**config.mk**
```make
export PLATFORM = sky130hd
export DESIGN_NAME = fragmented_tlv_message_deframer
export DESIGN_NICKNAME = d
export VERILOG_FILES = /design/src/rtl/core/ftlv_pkg.sv /design/src/rtl/core/ftlv_parser.sv /design/src/rtl/core/fragmented_tlv_message_deframer.sv
export SDC_FILE = /design/constraint.sdc
export NUM_CORES = 1
export LEC_CHECK = 0
export BUFFER_PORTS_ARGS = -buffer_cell sky130_fd_sc_hd__buf_2
export CAP_MARGIN = 30
export CORE_MARGIN = 8
export CORE_UTILIZATION = 45
export DETAILED_ROUTE_END_ITERATION = 10
export SKIP_LAST_GASP = 1
export SLEW_MARGIN = 20
export SYNTH_ARGS = -nofsm -noshare
export SYNTH_HDL_FRONTEND = slang
export SYNTH_SLANG_ARGS = --single-unit
```
**constraint.sdc**
```tcl
create_clock -name clk_i -period 6.5 [get_ports clk_i]
set_clock_uncertainty 0.1 [all_clocks]
set_input_delay 0 -clock clk_i [delete_from_list [all_inputs] [get_ports clk_i]]
set_output_delay 0 -clock clk_i [all_outputs]
set_load 0.01 [all_outputs]
```
**src/rtl/core/ftlv_pkg.sv**
```systemverilog
// Shared types and constants of the fragmented TLV message deframer.
`default_nettype none

package ftlv_pkg;

  localparam int unsigned DEFAULT_LENGTH_WIDTH = 32;
  // Width of the total + fragment length + header sum; LENGTH_WIDTH must not exceed 32, which nothing enforces.
  localparam int unsigned LEN_SUM_W = 34;

  localparam logic [7:0] TERM_BYTE        = 8'hFF;
  localparam logic [32:0] CHUNK_HEAD_BYTES = 33'd5;
  localparam logic [32:0] HEADER_BYTES     = 33'd8;

  // Byte positions inside a fragment header.
  localparam logic [2:0] HDR_VERSION = 3'd0;
  localparam logic [2:0] HDR_TAG     = 3'd1;
  localparam logic [2:0] HDR_PRIO    = 3'd2;
  localparam logic [2:0] HDR_FLAG    = 3'd3;
  localparam logic [2:0] HDR_LAST    = 3'd7;

  localparam logic [1:0] LEN_LAST = 2'd3;

  typedef enum logic [2:0] {
    KIND_HEADER = 3'd0,
    KIND_TAG    = 3'd1,
    KIND_LENGTH = 3'd2,
    KIND_DATA   = 3'd3,
    KIND_TERM   = 3'd4,
    KIND_ERROR  = 3'd5
  } byte_kind_e;

  typedef enum logic [2:0] {
    ERR_NONE      = 3'd0,
    ERR_WRAP      = 3'd1,
    ERR_VERSION   = 3'd2,
    ERR_TRUNCATED = 3'd3,
    ERR_OVERRUN   = 3'd4,
    ERR_BAD_TERM  = 3'd5
  } error_e;

  typedef enum logic [3:0] {
    PH_TAG  = 4'b0001,
    PH_LEN  = 4'b0010,
    PH_DATA = 4'b0100,
    PH_TERM = 4'b1000
  } chunk_phase_e;

  typedef struct packed {
    byte_kind_e  kind;
    logic [7:0]  out_byte;
    logic [7:0]  chunk_tag;
    logic [31:0] chunk_length;
    logic [7:0]  message_tag;
    logic [7:0]  message_priority;
    logic        last_of_chunk;
    logic        message_done;
    error_e      error_code;
  } result_t;

endpackage

`default_nettype wire

```
**src/rtl/core/ftlv_parser.sv**
```systemverilog
// Parser state and per-byte decode of the fragment headers and chunks.
`default_nettype none

module ftlv_parser #(
  parameter int unsigned LengthWidth = ftlv_pkg::DEFAULT_LENGTH_WIDTH
) (
  input  wire logic            clk_i,
  input  wire logic            rst_ni,
  input  wire logic            step_i,
  input  wire logic [7:0]      data_byte_i,
  input  wire logic [7:0]      expected_version_i,
  output ftlv_pkg::result_t    result_o
);
  import ftlv_pkg::*;

  logic                   payload_q, payload_d;
  chunk_phase_e           phase_q, phase_d;
  logic [2:0]             hdr_cnt_q, hdr_cnt_d;
  logic [7:0]             version_q, version_d;
  logic                   flag_q, flag_d;
  logic [23:0]            len_hi_q, len_hi_d;
  logic [31:0]            frag_rem_q, frag_rem_d;
  logic [LengthWidth-1:0] total_q, total_d;
  logic                   more_q, more_d;
  logic [7:0]             msg_tag_q, msg_tag_d;
  logic [7:0]             msg_prio_q, msg_prio_d;
  logic [7:0]             ctag_q, ctag_d;
  logic [1:0]             lbc_q, lbc_d;
  logic [31:0]            acc_q, acc_d;
  logic [31:0]            cdr_q, cdr_d;

  logic [31:0]          dlen;
  logic [LEN_SUM_W-1:0] sum_base;
  logic [LEN_SUM_W-1:0] sum_hdr;
  logic                 wrap;
  logic                 final_frag;
  logic [32:0]          need;
  logic [31:0]          acc_n;
  logic [31:0]          rem_n;
  chunk_phase_e         phase_n;
  logic                 fail;
  error_e               fail_code;
  result_t              res;

  assign dlen     = {len_hi_q, data_byte_i};
  assign sum_base = LEN_SUM_W'(total_q) + LEN_SUM_W'(dlen);
  assign sum_hdr  = sum_base + LEN_SUM_W'(HEADER_BYTES);
  assign wrap     = |sum_hdr[LEN_SUM_W-1:LengthWidth];
  assign final_frag = !more_q;
  assign acc_n    = {acc_q[23:0], data_byte_i};
  assign rem_n    = frag_rem_q - 32'd1;

  // Bytes the chunk head or rest still needs, counting this byte.
  always_comb begin
    unique case (phase_q)
      PH_TAG:  need = CHUNK_HEAD_BYTES;
      PH_LEN:  need = 33'd4 - 33'(lbc_q);
      PH_DATA: need = 33'(cdr_q) + 33'd1;
      default: need = 33'd1;
    endcase
  end

  always_comb begin
    payload_d  = payload_q;
    phase_d    = phase_q;
    hdr_cnt_d  = hdr_cnt_q;
    version_d  = version_q;
    flag_d     = flag_q;
    len_hi_d   = len_hi_q;
    frag_rem_d = frag_rem_q;
    total_d    = total_q;
    more_d     = more_q;
    msg_tag_d  = msg_tag_q;
    msg_prio_d = msg_prio_q;
    ctag_d     = ctag_q;
    lbc_d      = lbc_q;
    acc_d      = acc_q;
    cdr_d      = cdr_q;
    phase_n    = phase_q;
    fail       = 1'b0;
    fail_code  = ERR_NONE;
    res        = '0;
    res.kind   = KIND_HEADER;

    if (!payload_q) begin
      if (hdr_cnt_q == HDR_VERSION) version_d = data_byte_i;
      if (hdr_cnt_q == HDR_TAG && total_q == '0) msg_tag_d = data_byte_i;
      if (hdr_cnt_q == HDR_PRIO && total_q == '0) msg_prio_d = data_byte_i;
      if (hdr_cnt_q == HDR_FLAG) flag_d = (data_byte_i != 8'd0);
      if (hdr_cnt_q > HDR_FLAG && hdr_cnt_q != HDR_LAST) begin
        len_hi_d = {len_hi_q[15:0], data_byte_i};
      end
      if (hdr_cnt_q != HDR_LAST) begin
        hdr_cnt_d = hdr_cnt_q + 3'd1;
      end else begin
        hdr_cnt_d = '0;
        if (wrap) begin
          fail      = 1'b1;
          fail_code = ERR_WRAP;
        end else if (version_q != expected_version_i) begin
          fail      = 1'b1;
          fail_code = ERR_VERSION;
        end else begin
          total_d    = sum_base[LengthWidth-1:0];
          more_d     = flag_q;
          frag_rem_d = dlen;
          if (dlen != 32'd0) begin
            payload_d = 1'b1;
          end else if (!flag_q) begin
            // An empty final fragment must not leave a chunk open.
            if (phase_q == PH_LEN) begin
              fail      = 1'b1;
              fail_code = ERR_TRUNCATED;
            end else if (phase_q != PH_TAG) begin
              fail      = 1'b1;
              fail_code = ERR_OVERRUN;
            end else begin
              res.message_done = 1'b1;
              total_d          = '0;
              phase_d          = PH_TAG;
            end
          end
        end
      end
    end else begin
      if (final_frag && need > 33'(frag_rem_q)) begin
        fail      = 1'b1;
        fail_code = (phase_q == PH_TAG || phase_q == PH_LEN) ? ERR_TRUNCATED : ERR_OVERRUN;
      end else begin
        unique case (phase_q)
          PH_TAG: begin
            ctag_d   = data_byte_i;
            lbc_d    = '0;
            acc_d    = '0;
            phase_n  = PH_LEN;
            res.kind = KIND_TAG;
          end
          PH_LEN: begin
            acc_d    = acc_n;
            lbc_d    = lbc_q + 2'd1;
            res.kind = KIND_LENGTH;
            if (lbc_q == LEN_LAST) begin
              if (final_frag && (33'(acc_n) + 33'd1) > 33'(rem_n)) begin
                fail      = 1'b1;
                fail_code = ERR_OVERRUN;
              end else begin
                cdr_d            = acc_n;
                phase_n          = (acc_n != 32'd0) ? PH_DATA : PH_TERM;
                res.chunk_length = acc_n;
              end
            end
          end
          PH_DATA: begin
            cdr_d = cdr_q - 32'd1;
            if (cdr_q == 32'd1) phase_n = PH_TERM;
            res.kind         = KIND_DATA;
            res.chunk_length = acc_q;
          end
          default: begin
            if (data_byte_i != TERM_BYTE) begin
              fail      = 1'b1;
              fail_code = ERR_BAD_TERM;
            end else begin
              res.last_of_chunk = 1'b1;
              res.kind          = KIND_TERM;
              res.chunk_length  = acc_q;
              phase_n           = PH_TAG;
            end
          end
        endcase
      end
      if (!fail) begin
        res.chunk_tag = ctag_d;
        frag_rem_d    = rem_n;
        if (rem_n != 32'd0) begin
          phase_d = phase_n;
        end else if (!final_frag) begin
          phase_d   = phase_n;
          payload_d = 1'b0;
        end else begin
          res.message_done = 1'b1;
          total_d          = '0;
          more_d           = 1'b0;
          payload_d        = 1'b0;
          phase_d          = PH_TAG;
        end
      end
    end

    res.out_byte         = data_byte_i;
    res.message_tag      = msg_tag_d;
    res.message_priority = msg_prio_d;

    // Any error drops the whole parse and waits for a fresh header.
    if (fail) begin
      res            = '0;
      res.kind       = KIND_ERROR;
      res.out_byte   = data_byte_i;
      res.error_code = fail_code;
      payload_d  = 1'b0;
      phase_d    = PH_TAG;
      hdr_cnt_d  = '0;
      version_d  = '0;
      flag_d     = 1'b0;
      len_hi_d   = '0;
      frag_rem_d = '0;
      total_d    = '0;
      more_d     = 1'b0;
      msg_tag_d  = '0;
      msg_prio_d = '0;
      ctag_d     = '0;
      lbc_d      = '0;
      acc_d      = '0;
      cdr_d      = '0;
    end
  end

  assign result_o = res;

  always_ff @(posedge clk_i or negedge rst_ni) begin
    if (!rst_ni) begin
      payload_q  <= 1'b0;
      phase_q    <= PH_TAG;
      hdr_cnt_q  <= '0;
      version_q  <= '0;
      flag_q     <= 1'b0;
      len_hi_q   <= '0;
      frag_rem_q <= '0;
      total_q    <= '0;
      more_q     <= 1'b0;
      msg_tag_q  <= '0;
      msg_prio_q <= '0;
      ctag_q     <= '0;
      lbc_q      <= '0;
      acc_q      <= '0;
      cdr_q      <= '0;
    end else if (step_i) begin
      payload_q  <= payload_d;
      phase_q    <= phase_d;
      hdr_cnt_q  <= hdr_cnt_d;
      version_q  <= version_d;
      flag_q     <= flag_d;
      len_hi_q   <= len_hi_d;
      frag_rem_q <= frag_rem_d;
      total_q    <= total_d;
      more_q     <= more_d;
      msg_tag_q  <= msg_tag_d;
      msg_prio_q <= msg_prio_d;
      ctag_q     <= ctag_d;
      lbc_q      <= lbc_d;
      acc_q      <= acc_d;
      cdr_q      <= cdr_d;
    end
  end

endmodule

`default_nettype wire

```
**src/rtl/core/fragmented_tlv_message_deframer.sv**
```systemverilog
// Top level of the fragmented TLV message deframer: handshakes, register, result stage.
//
// Bytes of the received stream enter on the input channel (in_valid_i / in_ready_o,
// data_byte_i), one byte per transfer. Every accepted byte yields exactly one result
// on the output channel (out_valid_o / out_ready_i): its kind, the byte itself, the
// current chunk tag and length, the message tag and priority, chunk and message end
// flags, and an error code. The expected header version is written through
// cfg_we_i / cfg_wdata_i; the user must write it only while the block is idle, which
// the block itself does not enforce. The result of a byte is registered and shows in
// the cycle after the byte is accepted. The block takes one byte per cycle while the
// receiver does not stall; the parser state and the result register both update in the
// accepting cycle. When the receiver stalls, the result register holds and in_ready_o
// drops until the waiting result is transferred; a byte is taken in the same cycle that
// the old result leaves. Reset clears the parse state (a new header is expected), the
// version register and the output valid flag, not the result register. After any error
// the block drops the partial message and expects a new fragment header.
`default_nettype none

module fragmented_tlv_message_deframer #(
  parameter int unsigned LENGTH_WIDTH = ftlv_pkg::DEFAULT_LENGTH_WIDTH
) (
  input  wire logic        clk_i,
  input  wire logic        rst_ni,
  input  wire logic        cfg_we_i,
  input  wire logic [7:0]  cfg_wdata_i,
  input  wire logic        in_valid_i,
  output logic             in_ready_o,
  input  wire logic [7:0]  data_byte_i,
  output logic             out_valid_o,
  input  wire logic        out_ready_i,
  output logic [2:0]       byte_kind_o,
  output logic [7:0]       out_byte_o,
  output logic [7:0]       chunk_tag_o,
  output logic [31:0]      chunk_length_o,
  output logic [7:0]       message_tag_o,
  output logic [7:0]       message_priority_o,
  output logic             last_of_chunk_o,
  output logic             message_done_o,
  output logic [2:0]       error_code_o
);
  import ftlv_pkg::*;

  logic       [7:0] exp_version_q;
  logic             out_valid_q;
  result_t          res_q;
  result_t          res_d;
  logic             step;

  assign in_ready_o = !out_valid_q || out_ready_i;
  assign step       = in_valid_i && in_ready_o;

  ftlv_parser #(
    .LengthWidth(LENGTH_WIDTH)
  ) u_parser (
    .clk_i             (clk_i),
    .rst_ni            (rst_ni),
    .step_i            (step),
    .data_byte_i       (data_byte_i),
    .expected_version_i(exp_version_q),
    .result_o          (res_d)
  );

  always_ff @(posedge clk_i or negedge rst_ni) begin
    if (!rst_ni) begin
      exp_version_q <= '0;
    end else if (cfg_we_i) begin
      exp_version_q <= cfg_wdata_i;
    end
  end

  always_ff @(posedge clk_i or negedge rst_ni) begin
    if (!rst_ni) begin
      out_valid_q <= 1'b0;
    end else if (in_ready_o) begin
      out_valid_q <= in_valid_i;
    end
  end

  always_ff @(posedge clk_i) begin
    if (step) begin
      res_q <= res_d;
    end
  end

  assign out_valid_o        = out_valid_q;
  assign byte_kind_o        = res_q.kind;
  assign out_byte_o         = res_q.out_byte;
  assign chunk_tag_o        = res_q.chunk_tag;
  assign chunk_length_o     = res_q.chunk_length;
  assign message_tag_o      = res_q.message_tag;
  assign message_priority_o = res_q.message_priority;
  assign last_of_chunk_o    = res_q.last_of_chunk;
  assign message_done_o     = res_q.message_done;
  assign error_code_o       = res_q.error_code;

  // Error results carry an error code and the byte itself, nothing of the parse.
  a_error_clean : assert property (@(posedge clk_i) disable iff (!rst_ni)
    out_valid_o && res_q.kind == KIND_ERROR |->
      res_q.error_code != ERR_NONE && res_q.message_tag == 8'd0 &&
      res_q.chunk_length == 32'd0 && !res_q.message_done)
    else $error("error result carries parse fields");

  a_code_kind : assert property (@(posedge clk_i) disable iff (!rst_ni)
    out_valid_o && res_q.error_code != ERR_NONE |-> res_q.kind == KIND_ERROR)
    else $error("error code without error kind");

  a_last_term : assert property (@(posedge clk_i) disable iff (!rst_ni)
    out_valid_o && res_q.last_of_chunk |->
      res_q.kind == KIND_TERM && res_q.out_byte == TERM_BYTE)
    else $error("chunk end flagged on a byte that is not a good terminator");

  a_one_result : assert property (@(posedge clk_i) disable iff (!rst_ni)
    in_valid_i && in_ready_o |=> out_valid_o)
    else $error("accepted byte produced no result");

endmodule

`default_nettype wire
```
# Word level (Yosys, flattened, before mapping)
# Index checks and enable logic that the tools add are counted.
dict set report classes {
  bitwise_logic 1
  add_sub_neg 9
  reduce_logical 38
  order_cmp 3
  n_mux 138
  n_eq_ne 26
}
# op count
set op_table {}
lappend op_table {{2-to-1 mux 32 bit} 29}
lappend op_table {{one-hot mux 32 bit (2 select lines)} 2}
lappend op_table {{2-to-1 mux 8 bit} 13}
lappend op_table {{one-hot mux 33 bit (3 select lines)} 1}
lappend op_table {{one-hot mux 32 bit (3 select lines)} 1}
lappend op_table {{nonzero test 32 bit} 3}
lappend op_table {{2-to-1 mux 24 bit} 3}
lappend op_table {{2-to-1 mux 4 bit} 18}
lappend op_table {{adder 32 x 1 -> 33 bit, second input constant} 2}
lappend op_table {{greater-than comparator 33 x 32 -> 1 bit} 2}
lappend op_table {{subtractor 32 x 1 -> 32 bit, second input constant} 2}
lappend op_table {{2-to-1 mux 3 bit} 19}
lappend op_table {{2-to-1 mux 1 bit} 44}
lappend op_table {{adder 34 x 4 -> 34 bit, second input constant} 1}
lappend op_table {{adder 32 x 32 -> 33 bit} 1}
lappend op_table {{== test 32 x 1 -> 1 bit, second input constant} 1}
lappend op_table {{logical NOT 32 bit} 1}
lappend op_table {{inequality test 3 x 1 -> 1 bit, second input constant} 5}
lappend op_table {{inequality test 3 x 2 -> 1 bit, second input constant} 4}
lappend op_table {{inequality test 3 bit, second input constant} 4}
lappend op_table {{one-hot mux 4 bit (3 select lines)} 1}
lappend op_table {{AND reduction 6 bit} 2}
lappend op_table {{one-hot mux 3 bit (3 select lines)} 1}
lappend op_table {{AND reduction 3 bit} 3}
lappend op_table {{other kinds (35)} 52}
dict set report word_totals {
  wordCells 242
  reg_bits 277
  inputBits 21
}

# Logic depth before layout (Yosys ltp)
dict set report depth {
  word_depth 12
  mapped_depth 24
  mapped_depth_nobuf 21
}

# By module
# From an unflattened synthesis, not the netlist that was laid out.
dict set report unflattened {
  cells_unflattened 2113
  area_unflattened_um2 19032.0
}
# module n_inst cells_each area_per_inst_um2
set modules_own_cells {}
lappend modules_own_cells {ftlv_parser 1 2020 16494.6}
lappend modules_own_cells {fragmented_tlv_message_deframer 1 93 2537.4}

# Worst setup path after synthesis
# Ideal clock, no wire load.
dict set report synth_timing {
  path_kind {reg-to-reg}
  startpoint {register u_parser.frag_rem_q[0]}
  endpoint {register res_q (netlist bit chunk_length_o[16]) (data pin)}
  t_arrival_ps 4829
  setup_time_ps 266
  path_slack_ps 1305
  required_ps 6134
  stages_incl_launch_ff 20
  period_less_slack_ps 5195
  path_cell_list {dfrtp_1 -> inv_1 -> ha_1 -> or4b_1 -> nor3_2 -> nand4_4 -> nor4b_1 -> xnor2_1 -> ha_1 -> nand4_1 -> nor4_1 -> and4_1 -> o311ai_0 -> a311oi_1 -> a32oi_1 -> nand2_1 -> buf_2 -> clkbuf_1 -> clkbuf_1 -> nor2_1}
}
dict set report synth_via {
  elab_chain_cells 10
}
# element line
set synth_lines {}
lappend synth_lines {{from (decl)} ftlv_parser.sv:22} ;# logic [31:0] frag_rem_q, frag_rem_d;
lappend synth_lines {{from (signal assigned)} ftlv_parser.sv:244} ;# frag_rem_q <= frag_rem_d;
lappend synth_lines {{subtractor 32 x 1 -> 32 bit} ftlv_parser.sv:51} ;# assign rem_n = frag_rem_q - 32'd1;
lappend synth_lines {{greater-than comparator 33 x 32 -> 1 bit} ftlv_parser.sv:143} ;# if (final_frag && (33'(acc_n) + 33'd1) > 33'(rem_n)) begin
lappend synth_lines {{logical AND 1 bit} ftlv_parser.sv:143}
lappend synth_lines {{2-to-1 mux 1 bit} ftlv_parser.sv:143}
lappend synth_lines {{2-to-1 mux 1 bit} ftlv_parser.sv:142} ;# if (lbc_q == LEN_LAST) begin
lappend synth_lines {{one-hot mux 1 bit (2 select lines)} ftlv_parser.sv:130} ;# unique case (phase_q)
lappend synth_lines {{2-to-1 mux 1 bit} ftlv_parser.sv:126} ;# if (final_frag && need > 33'(frag_rem_q)) begin
lappend synth_lines {{2-to-1 mux 1 bit (2 in series)} ftlv_parser.sv:85} ;# if (!payload_q) begin
lappend synth_lines {{OR reduction 3 bit (no source line)} n/a}
lappend synth_lines {{to (signal assigned)} fragmented_tlv_message_deframer.sv:81} ;# res_q <= res_d;
lappend synth_lines {{to (decl)} fragmented_tlv_message_deframer.sv:45} ;# result_t res_q;
# Parallel ways exist; a longest one is shown, timed or not. The select of a mux whose other input is x is not followed.
# A chain may end at the register's enable or synchronous reset.

# Worst setup path after layout
dict set report layout_timing {
  startpoint {register u_parser.frag_rem_q[0]}
  endpoint {register res_q (netlist bit byte_kind_o[0]) (data pin)}
}
dict set report layout_via {
  elab_chain_cells 9
}
# element line
set layout_lines {}
lappend layout_lines {{subtractor 32 x 1 -> 32 bit} ftlv_parser.sv:51}
lappend layout_lines {{greater-than comparator 33 x 32 -> 1 bit} ftlv_parser.sv:143}
lappend layout_lines {{logical AND 1 bit} ftlv_parser.sv:143}
lappend layout_lines {{2-to-1 mux 1 bit} ftlv_parser.sv:143}
lappend layout_lines {{2-to-1 mux 1 bit} ftlv_parser.sv:142}
lappend layout_lines {{one-hot mux 1 bit (2 select lines)} ftlv_parser.sv:130}
lappend layout_lines {{2-to-1 mux 1 bit} ftlv_parser.sv:126}
lappend layout_lines {{2-to-1 mux 1 bit (2 in series)} ftlv_parser.sv:85}
# Parallel ways exist; a longest one is shown, timed or not. The select of a mux whose other input is x is not followed.

==> metrics <==
Initial Util 45.72%; Fmax 0.1681 GHz; vias in the first global route 16110; Synth warnings 0; crit path to byte_kind_o[0]; crit path DAT 6.19 ns; Setup crit end kind register; critical path class register to register; post-synth top area share 27.22%; reg2reg setup slack 0.55 ns; largest family of logic cells by synthesized area compound AO/OA/AOI/OAI gates; Post-Synth Adder-Cell Area 7.579%; worst r2r dst byte_kind_o[0]; Clk Tree Root Cell clkbuf_16; first drt pass iteration count 5; largest net degree at the start of global routing 79; Max-Cap Viols 0; DRC violations left 0; Post-Synth Simple-Gate Area 17.93%; CTS H-tree lvls 1; Leak 9.051 nW; first-pass GRT wire length 97.59 mm; Layout Utilization 51.93%; final setup fails 0; number of synthesized flops with an enable pin 72; Cells after Synth 2060; min cycle time layout 5.948 ns; die area 48460 um^2; cell accounting for the most synthesized area dfrtp_1; core area 41020 um^2; switch share 40.02%; async set-reset flop share out of synthesis 74.01%; r2r worst-path depth 21; port buffer count 94; Clock power frac 25.6%; clock buffers created by TritonCTS 31; Pwr Density 331.9 nW/um^2; WL final 63.70 mm; placed inst area 19880 um^2; grt total ovfl 0; Die Wd 220.1 um; power share of the sequential group 36.8%; Vias/cell 6.240; Max VDD drop 238.8 uV; final hold violation count 0; Least-Margin Pin Slew 0.8392 ns; Worst slew margin 43.46%; fin cells 2693; average routed wire per standard cell 23.65 um; Pint 4.241 mW; DR iter-0 viols 1952; Top FF cell, synth dfrtp_1; antenna diode count 0; fraction of layout cells with a size suffix above 1 14.25%; Final Slew Violations 0; Syn Area/Cell 9.103 um^2; via count 16800; # IOs 95; compound-cell area share of the yosys netlist 22.93%; CP required 6.74 ns; Global Route Usage Sum 25.86%; Critical Path Start Type register; clock latency on the worst-skew pair 0.60 ns; fin nets 2271; syn_nets 2194; die height 220.1 um; # placed instances 2603; synth top area cells dfrtp_1 (27%), edfxtp_1 (12%), ha_1 (7.5%); Mapped Area 18750 um^2; initial antenna violation count 0; period utilization 91.50%; XOR/XNOR share of the synthesized area 5.278%; status finished, final reports clean; RSZ-0062 raised after global routing no; row cnt 74; CTS tree yes; setup TNS 0 ns; Final Cell Area 21300 um^2; CP Max Fanout 20; RD Place Congestion 0.9436; Total Power 7.070 mW; sequential area share after synthesis 38.89%; PostCTS Resize Cnt 0; Final ANT Viol Nets 0; sw power 2.830 mW; Reg clk slew, reported paths 0.06 ns; worst r2r src u_parser.frag_rem_q[0]; area grow syn2layout 13.59%; critical path launch point u_parser.frag_rem_q[0]; synth unique cells 90; post-DP HPWL 45.68 mm; clk sinks 277; Hold Path Class input pin to register; Max clock buf depth 3; critical hold path startpoint out_ready_i; Comb pwr share 37.6%; #FFs+latches synth 277; multiplexer share of the synthesized area 2.649%
[cell families (layout without fill, tap and decap cells)]
logic type / Yosys count / in the layout
compound gates: 613 / 613
xor+xnor: 113 / 113
fa+ha+maj: 113 / 113
buf+inv: 222 / 323
flops: 277 / 277
mux: 47 / 47
simple gates: 675 / 675
[power by group through the flow]
stage,registers [mW],logic [mW],clock network [mW]
6_report,2.60,2.66,1.81
2_1_floorplan,2.42,1.92,0
4_1_cts,2.59,2.62,1.84
3_5_place_dp,2.62,2.59,0
5_1_grt,2.63,2.93,1.92
3_3_place_gp,2.61,2.56,0
[cell usage in the layout (no fill, tap or decap), types with 42 or more instances in the layout]
cell and n:
nand2_1 162, o2bb2ai_1 42, nor3_1 42, buf_2 93
inv_1 63, o211ai_1 61, nand3_1 55, edfxtp_1 72
a21oi_1 107, dfrtp_1 204, o21ai_0 93, buf_4 75
ha_1 112, a22o_1 61, xnor2_1 81, nor2_1 192
[registers in the layout, indices dropped and copies added, names as in the netlist, 8 cells and up]
register / flops
exp_version_q: 8
u_parser.len_hi_q: 24
u_parser.acc_q: 32
message_tag_o: 8
out_byte_o: 8
chunk_length_o: 32
u_parser.cdr_q: 32
u_parser.ctag_q: 8
u_parser.version_q: 8
u_parser.msg_prio_q: 8
chunk_tag_o: 8
u_parser.total_q: 32
message_priority_o: 8
u_parser.frag_rem_q: 32
u_parser.msg_tag_q: 8
[cell usage after synthesis (6+ instances only)]
library cell	number
dfrtp_1	204
nor2_1	195
nand2_1	163
clkbuf_1	119
ha_1	112
a21oi_1	108
o21ai_0	94
xnor2_1	81
edfxtp_1	72
inv_1	64
a22o_1	61
o211ai_1	61
nand3_1	56
nor3_1	43
o2bb2ai_1	42
a21o_1	39
a22oi_1	39
nor4_1	38
nand4_1	36
o22ai_1	32
xor2_1	32
or3_1	29
mux2i_1	26
buf_2	24
and3_1	23
mux2_2	21
o31ai_1	21
nor2b_1	17
a31oi_1	14
o21ai_2	12
and4_1	11
o21a_1	11
or2_2	11
and2_1	10
buf_1	10
o21ai_1	8
a211oi_1	7
nand2b_1	6
[repair_timing]
| action | 4_1_cts | 5_1_grt |
|---|---|---|
| hold endpoints to repair | 147 | 0 |
| buffers inserted | 0 | 0 |
| hold buffers | 29 | 0 |
| endpoints found under the setup margin | 0 | 0 |
[worst min path at each step]
stage	endpoint	slack, ns	cells past startpoint
final	u_parser.msg_prio_q[7]	0.18	6
after global routing	out_valid_o	0.20	4
after CTS	out_valid_o	0.14	4
after detailed placement	u_parser.acc_q[29]	0.02	1
after global placement	u_parser.acc_q[29]	0.03	1
after floorplan	exp_version_q[0]	-0.40	0
[final cells by class]
type	instances	area, um^2
clock buffer	43	870.8
inverter	64	240.2
fill	3798	19720
sequential	277	7293
clock inverter	14	165.2
multi-input combinational	1561	10630
timing repair buffer	202	1440
tap	532	665.6
[critical path, stage by stage (launching register included)]
cell	delay, ns
dfrtp_1	0.45
inv_1	0.16
ha_1	0.25
or4b_1	0.48
nor3_2	0.35
nand4_4	0.25
nor4b_1	0.38
xnor2_1	0.14
ha_1	0.31
nand4_1	0.14
nor4_1	0.35
and4_1	0.29
nand4_1	0.10
nor2_1	0.13
a311oi_1	0.07
buf_4	0.18
a32oi_1	0.40
nand2_1	0.15
nand2_1	0.29
nand2_4	0.24
buf_4	0.30
a21o_1	0.19
[through the flow]
stage / setup slack (ns) / hold WS, ns
final: 0.5525 / 0.1792
after global routing: 0.06769 / 0.1950
after CTS: 0.6296 / 0.1406
after detailed placement: 0.6658 / 0.02383
after global placement: 0.6947 / 0.03005
after floorplan: 1.305 / -0.3956
[layer usage]
| metal | part of all wire (%) | vias to the layer above | GRT usage [%] |
|---|---|---|---|
| met4 | 4.4 | 0 | 10.79 |
| met2 | 46 | 568 | 42.19 |
| met5 | 0 | - | 0 |
| met1 | 44 | 8310 | 34.98 |
| met3 | 5.4 | 124 | 2.636 |
| li1 | - | 7801 | - |
Note: power is estimated with default switching activity, not from simulation.
